**src/rtl/core/hbf_pkg.sv**
```systemverilog
`default_nettype none

package hbf_pkg;

	// shared arithmetic unit operations
	localparam logic [1:0] OP_MUL  = 2'd0;
	localparam logic [1:0] OP_DIV  = 2'd1;
	localparam logic [1:0] OP_SQRT = 2'd2;

	// configuration register indexes
	localparam logic [2:0] REG_BOX_LENGTH_X = 3'd0;
	localparam logic [2:0] REG_BOX_LENGTH_Y = 3'd1;
	localparam logic [2:0] REG_BOX_LENGTH_Z = 3'd2;
	localparam logic [2:0] REG_BOX_HALF_X   = 3'd3;
	localparam logic [2:0] REG_BOX_HALF_Y   = 3'd4;
	localparam logic [2:0] REG_BOX_HALF_Z   = 3'd5;

	localparam logic [63:0] SMAX     = 64'h7FFF_FFFF_FFFF_FFFF;
	localparam logic [63:0] SMIN_MAG = 64'h8000_0000_0000_0000;

	// request to the arithmetic unit; a is the 128-bit dividend or first operand
	typedef struct packed {
		logic         start;
		logic [1:0]   op;
		logic [127:0] a;
		logic [63:0]  b;
	} alu_req_t;

	typedef struct packed {
		logic         done;
		logic         ovf;
		logic [127:0] res;
	} alu_rsp_t;

	typedef struct packed {
		logic [63:0] val;
		logic        sat;
	} clip_t;

	// magnitude and sign to two's complement, saturating
	function automatic clip_t clip_mag(input logic hi_nz, input logic [63:0] mag,
			input logic neg);
		logic [63:0] lim;
		clip_t c;
		lim = neg ? SMIN_MAG : SMAX;
		c.sat = hi_nz || (mag > lim);
		c.val = c.sat ? lim : mag;
		if (neg) begin
			c.val = 64'd0 - c.val;
		end
		return c;
	endfunction

	function automatic clip_t sat_add(input logic [63:0] a, input logic [63:0] b);
		logic [63:0] s;
		clip_t c;
		s = a + b;
		c.sat = (a[63] == b[63]) && (s[63] != a[63]);
		c.val = c.sat ? (a[63] ? SMIN_MAG : SMAX) : s;
		return c;
	endfunction

	// virial component i is force[vir_f(i)] * d[vir_x(i)]
	function automatic logic [1:0] vir_f(input logic [2:0] i);
		logic [1:0] f;
		case (i)
			3'd0: f = 2'd0;
			3'd1: f = 2'd1;
			3'd2: f = 2'd1;
			default: f = 2'd2;
		endcase
		return f;
	endfunction

	function automatic logic [1:0] vir_x(input logic [2:0] i);
		logic [1:0] x;
		case (i)
			3'd0: x = 2'd0;
			3'd1: x = 2'd0;
			3'd2: x = 2'd1;
			3'd3: x = 2'd0;
			3'd4: x = 2'd1;
			default: x = 2'd2;
		endcase
		return x;
	endfunction

endpackage

`default_nettype wire

```
**src/rtl/core/hbf_alu.sv**
```systemverilog
`default_nettype none

// Shared arithmetic unit: 64x64 multiply over four 32x32 partial products,
// 128/64 restoring divide at two quotient bits a cycle, 64-bit integer sqrt.
module hbf_alu import hbf_pkg::*; (
	input  logic     clk,
	input  logic     arst_n,
	input  alu_req_t req,
	output alu_rsp_t rsp
);

	localparam logic [4:0] MUL_LAST  = 5'd4;
	localparam logic [4:0] ITER_LAST = 5'd31;

	logic        busy_q, done_q, ovf_q;
	logic [1:0]  op_q;
	logic [4:0]  cnt_q;

	logic [63:0]  ma_q, mb_q, pp_q;
	logic [1:0]   psh_q;
	logic [127:0] acc_q;
	logic [63:0]  rem_q, dlo_q, quo_q, dvs_q;
	logic [63:0]  sv_q, sres_q, sbit_q;

	logic [31:0]  pa, pb;
	logic [63:0]  pp_next;
	logic [1:0]   psh_next;
	logic [127:0] pp_ext;
	logic [63:0]  rem_n, dlo_n, quo_n;
	logic [65:0]  trial;
	logic [63:0]  ssum, sv_n, sres_n;

	// partial product select
	always_comb begin
		pa = cnt_q[1] ? ma_q[63:32] : ma_q[31:0];
		pb = cnt_q[0] ? mb_q[63:32] : mb_q[31:0];
		pp_next = pa * pb;
		psh_next = {1'b0, cnt_q[1]} + {1'b0, cnt_q[0]};
		case (psh_q)
			2'd0: pp_ext = {64'd0, pp_q};
			2'd1: pp_ext = {32'd0, pp_q, 32'd0};
			default: pp_ext = {pp_q, 64'd0};
		endcase
	end

	// two restoring divide steps
	always_comb begin
		rem_n = rem_q;
		dlo_n = dlo_q;
		quo_n = quo_q;
		trial = '0;
		for (int i = 0; i < 2; i++) begin
			trial = {1'b0, rem_n, dlo_n[63]} - {2'b00, dvs_q};
			dlo_n = {dlo_n[62:0], 1'b0};
			quo_n = {quo_n[62:0], 1'b0};
			if (!trial[65]) begin
				rem_n = trial[63:0];
				quo_n[0] = 1'b1;
			end else begin
				rem_n = {rem_n[62:0], trial[0] ^ dvs_q[0] ^ 1'b0};
			end
		end
	end

	// one square root step
	always_comb begin
		ssum = sres_q + sbit_q;
		if (sv_q >= ssum) begin
			sv_n = sv_q - ssum;
			sres_n = (sres_q >> 1) + sbit_q;
		end else begin
			sv_n = sv_q;
			sres_n = sres_q >> 1;
		end
	end

	// control
	always_ff @(posedge clk or negedge arst_n) begin
		if (!arst_n) begin
			busy_q <= 1'b0;
			done_q <= 1'b0;
			ovf_q <= 1'b0;
			op_q <= OP_MUL;
			cnt_q <= '0;
		end else begin
			done_q <= 1'b0;
			if (req.start) begin
				op_q <= req.op;
				cnt_q <= '0;
				ovf_q <= 1'b0;
				busy_q <= 1'b1;
				if (req.op == OP_DIV && req.a[127:64] >= req.b) begin
					ovf_q <= 1'b1;
					busy_q <= 1'b0;
					done_q <= 1'b1;
				end
			end else if (busy_q) begin
				cnt_q <= cnt_q + 5'd1;
				if ((op_q == OP_MUL && cnt_q == MUL_LAST) ||
						(op_q != OP_MUL && cnt_q == ITER_LAST)) begin
					busy_q <= 1'b0;
					done_q <= 1'b1;
				end
			end
		end
	end

	// datapath
	always_ff @(posedge clk) begin
		if (req.start) begin
			ma_q <= req.a[63:0];
			mb_q <= req.b;
			acc_q <= '0;
			rem_q <= req.a[127:64];
			dlo_q <= req.a[63:0];
			dvs_q <= req.b;
			quo_q <= '0;
			sv_q <= req.a[63:0];
			sres_q <= '0;
			sbit_q <= 64'h4000_0000_0000_0000;
		end else if (busy_q) begin
			case (op_q)
				OP_MUL: begin
					pp_q <= pp_next;
					psh_q <= psh_next;
					if (cnt_q != 5'd0) begin
						acc_q <= acc_q + pp_ext;
					end
				end
				OP_DIV: begin
					rem_q <= rem_n;
					dlo_q <= dlo_n;
					quo_q <= quo_n;
				end
				default: begin
					sv_q <= sv_n;
					sres_q <= sres_n;
					sbit_q <= sbit_q >> 2;
				end
			endcase
		end
	end

	always_comb begin
		rsp.done = done_q;
		rsp.ovf = ovf_q;
		case (op_q)
			OP_MUL: rsp.res = acc_q;
			OP_DIV: rsp.res = {64'd0, quo_q};
			default: rsp.res = {64'd0, sres_q};
		endcase
	end

endmodule

`default_nettype wire

```
**config.mk**
```make
export PLATFORM = sky130hd
export DESIGN_NAME = hbf_alu
export DESIGN_NICKNAME = d
export VERILOG_FILES = /design/src/rtl/core/hbf_pkg.sv /design/src/rtl/core/hbf_alu.sv
export SDC_FILE = /design/constraint.sdc
export NUM_CORES = 2
export LEC_CHECK = 0
export BUFFER_PORTS_ARGS = -buffer_cell sky130_fd_sc_hd__buf_4
export CAP_MARGIN = 20
export CORE_MARGIN = 2
export CORE_UTILIZATION = 35
export CTS_BUF_LIST = sky130_fd_sc_hd__clkbuf_2 sky130_fd_sc_hd__clkbuf_4 sky130_fd_sc_hd__clkbuf_8
export CTS_CLUSTER_DIAMETER = 40
export CTS_CLUSTER_SIZE = 40
export DETAILED_ROUTE_END_ITERATION = 16
export PLACE_DENSITY = 0.51
export SETUP_SLACK_MARGIN = 0.02
export SYNTH_ARGS = -nofsm -noshare
export SYNTH_HDL_FRONTEND = slang
export SYNTH_SLANG_ARGS = --single-unit
export TNS_END_PERCENT = 5
```
**constraint.sdc**
```tcl
create_clock -name clk -period 11.65 [get_ports clk]
set_clock_uncertainty 0.2 [all_clocks]
set_input_delay 1.165 -clock clk [delete_from_list [all_inputs] [get_ports clk]]
set_output_delay 1.165 -clock clk [all_outputs]
set_load 0.03 [all_outputs]
```
==> results_dict.tcl <==
set metrics [dict create \
    max_freq_mhz 95.3 \
    synth_area_um2 85700 \
    antenna_left 0 \
    cp.required_ps 12140 \
    die_x_um 499 \
    reg2reg_depth 26 \
    port_buffers 326 \
    drt_wl_total_mm 359 \
    r2r_end "pp_q[61]$_DFFE_PP_" \
    drc_errors 0 \
    nets 12000 \
    cts_tree "done" \
    tightestPinTransition_ps 1180 \
    insertion_delay_ps 980 \
    slew_headroom_pct 19.8 \
    nFillCells 25100 \
    place_inst 13200 \
    synth_cells 10100 \
    grt_use_total_pct 28.4 \
    grt_max_degree 151 \
    fp.dieH_um 499 \
    cts.htree.levels 4 \
    hp-start "req[50]" \
    hold_viol 0 \
    setup_viol 0 \
    grt_antenna_before_repair 30 \
    reg2reg_slack_ps 1160 \
    synth_ff_type "edfxtp_1" \
    grt_pass1_vias 76500 \
    period_share_pct 90.1 \
    overflow 0 \
    core_area_um2 243000 \
    crit_path_max_fanout 16 \
    path_common_cell "fa_1" \
    synth_edf_count 386 \
    dieArea_um2 249000 \
    route.vias.total 75200 \
    cts.sinks 684 \
    dr.pass1.iters 8 \
    max_stage_delay_ps 1070 \
    cts_buffers 165 \
    postCtsHoldBufs 1 \
    critPathArrivalTime_ps 10980 \
    cts_resized 0 \
    synth_fp_nets 11900 \
    postSynthAreaPerCell_um2 8.47 \
    yosysWarnings 0 \
    cts.reportedPaths.clkPinSlew_ps 60 \
    status "complete, no violations" \
    gp_congestion 0.953 \
    wire_per_inst_um 26.5 \
    hold_path.class "input pin to flip-flop" \
    placementRows 181 \
    start_kind "flip-flop" \
    drv_slew 0 \
    critPathKind "flip-flop to flip-flop" \
    min_to "dvs_q[50]$_DFFE_PP_" \
    area_delta_synth_final_pct 11.4 \
    ys_async_sr_fraction_pct 1.46 \
    ys_types 112 \
    hold_depth 1 \
    cts_root_buf "clkbuf_8" \
    ys_seq_area_share_pct 20.6 \
    cp-end-kind "flip-flop" \
    ios 327 \
    grt_pass1_wl_mm 521 \
    fin_setup_tns_ps 0 \
    instances_no_fill 13600 \
    drt_iter0_drc 6555 \
    maxCapViolCount 0 \
    crit-reg2reg-launch "cnt_q[0]$_DFFE_PN0P_" \
    finalCriticalPeriod_ps 10490 \
    drive_above_1_share_pct 9.55 \
    cts.path.max_buffers 3 \
    slowest_stage "a21boi_2" \
    initial_core_util_pct 35.2 \
    post_cts_buffers 0 \
    rsz0062_at_grt "no" \
    ys_ff_latch 684 \
    dp_hpwl_mm 288 \
    vias_per_cell 5.55 \
]
-- worst max path at each step --
stage                              end  slack (ps)                   start
finish              pp_q[61]$_DFFE_PP_        1160    cnt_q[0]$_DFFE_PN0P_
global route        pp_q[61]$_DFFE_PP_         820    cnt_q[0]$_DFFE_PN0P_
CTS                 pp_q[61]$_DFFE_PP_        1270    cnt_q[0]$_DFFE_PN0P_
detailed placement  pp_q[61]$_DFFE_PP_        1280    cnt_q[0]$_DFFE_PN0P_
global placement    pp_q[61]$_DFFE_PP_        1270    cnt_q[1]$_DFFE_PN0P_
floorplan            sv_q[0]$_DFFE_PP_        1470  sres_q[2]$_SDFFE_PP0P_
-- state kept, by name, summed over array words and instances, names as in the netlist --
register and flops:
acc_q 128, dlo_q 64, dvs_q 64, ma_q 64, pp_q 64, quo_q 64
rem_q 64, sres_q 64, sv_q 64, sbit_q 32, cnt_q 5, op_q 2
psh_q 2, busy_q 1, done_q 1, ovf_q 1
-- synth_stat cells (170+ instances only) --
library cell	count	area, µm²
nand2_1	1274	4780
inv_1	1174	4410
nor2_1	1069	4010
fa_1	900	18000
ha_1	715	8950
a21oi_1	654	3270
o21ai_0	606	3030
clkbuf_1	470	1760
edfxtp_1	386	11600
dfxtp_1	288	5770
xnor2_1	260	2280
a21o_1	256	1920
mux2i_1	188	1880
xor2_1	170	1490
-- cell type report --
class	instances	area [µm²]	area share [%]
Multi-Input combinational cell	7717	61900	64.9
Timing Repair Buffer	464	3610	3.78
Antenna cell	10	25.0	0.0262
Sequential cell	684	17600	18.5
Clock buffer	189	2490	2.61
Tap cell	3202	4010	4.20
Inverter	1175	4420	4.63
Clock inverter	121	1300	1.36
-- layer usage --
layer | part of all wire, % | track usage (%)
met1 | 43 | 37.6
met2 | 44 | 44.3
met3 | 7.7 | 5.92
met4 | 5.2 | 12.9
met5 | 0.070 | 0
-- cells in the final DEF, fill, tap and decap left out, drive strengths merged, types with 46 or more instances in the layout --
cell type,count
a31oi,96
a21oi,658
a21boi,54
ha,715
dfxtp,288
buf,462
clkbuf,189
a22o,96
o31ai,55
nand4,150
o21a,53
xor2,170
inv,1200
xnor2,260
o21bai,91
fa,900
nor3,72
a21o,258
or3,46
nor2,1070
nor2b,60
nand3,89
mux2,73
nand2b,54
nand2,1274
mux2i,188
and2,155
clkinv,51
o21ai,638
edfxtp,386
-- stage by stage --
stage	area [µm²]	hold slack, ps	util, %	setup slack, ps
after floorplan	85700	238	-	1470
after global placement	91400	262	37.6	1270
after detailed placement	91500	268	37.6	1280
after CTS	95300	80.4	39.2	1270
after global routing	95400	106	39.2	816
final	95400	171	39.2	1160
-- critical path, delay by kind of cell, from the launching register on --
kind	cells	cell delay, ps
fa+ha+maj	9	4370
compound gates	11	3960
buf+inv	4	960
flops	1	510
simple gates	2	220
-- cells by family after synthesis --
family | count (synthesis) | share of synthesized area [%]
compound gates | 2320 | 17.2
simple gates | 3091 | 15.6
xor+xnor | 430 | 4.40
fa+ha+maj | 1615 | 31.5
flops | 684 | 20.6
buf+inv | 1711 | 7.58
mux | 261 | 3.17
Power is not shown: default switching activity piles up to over one toggle a cycle in this logic, so the estimate is an artifact.
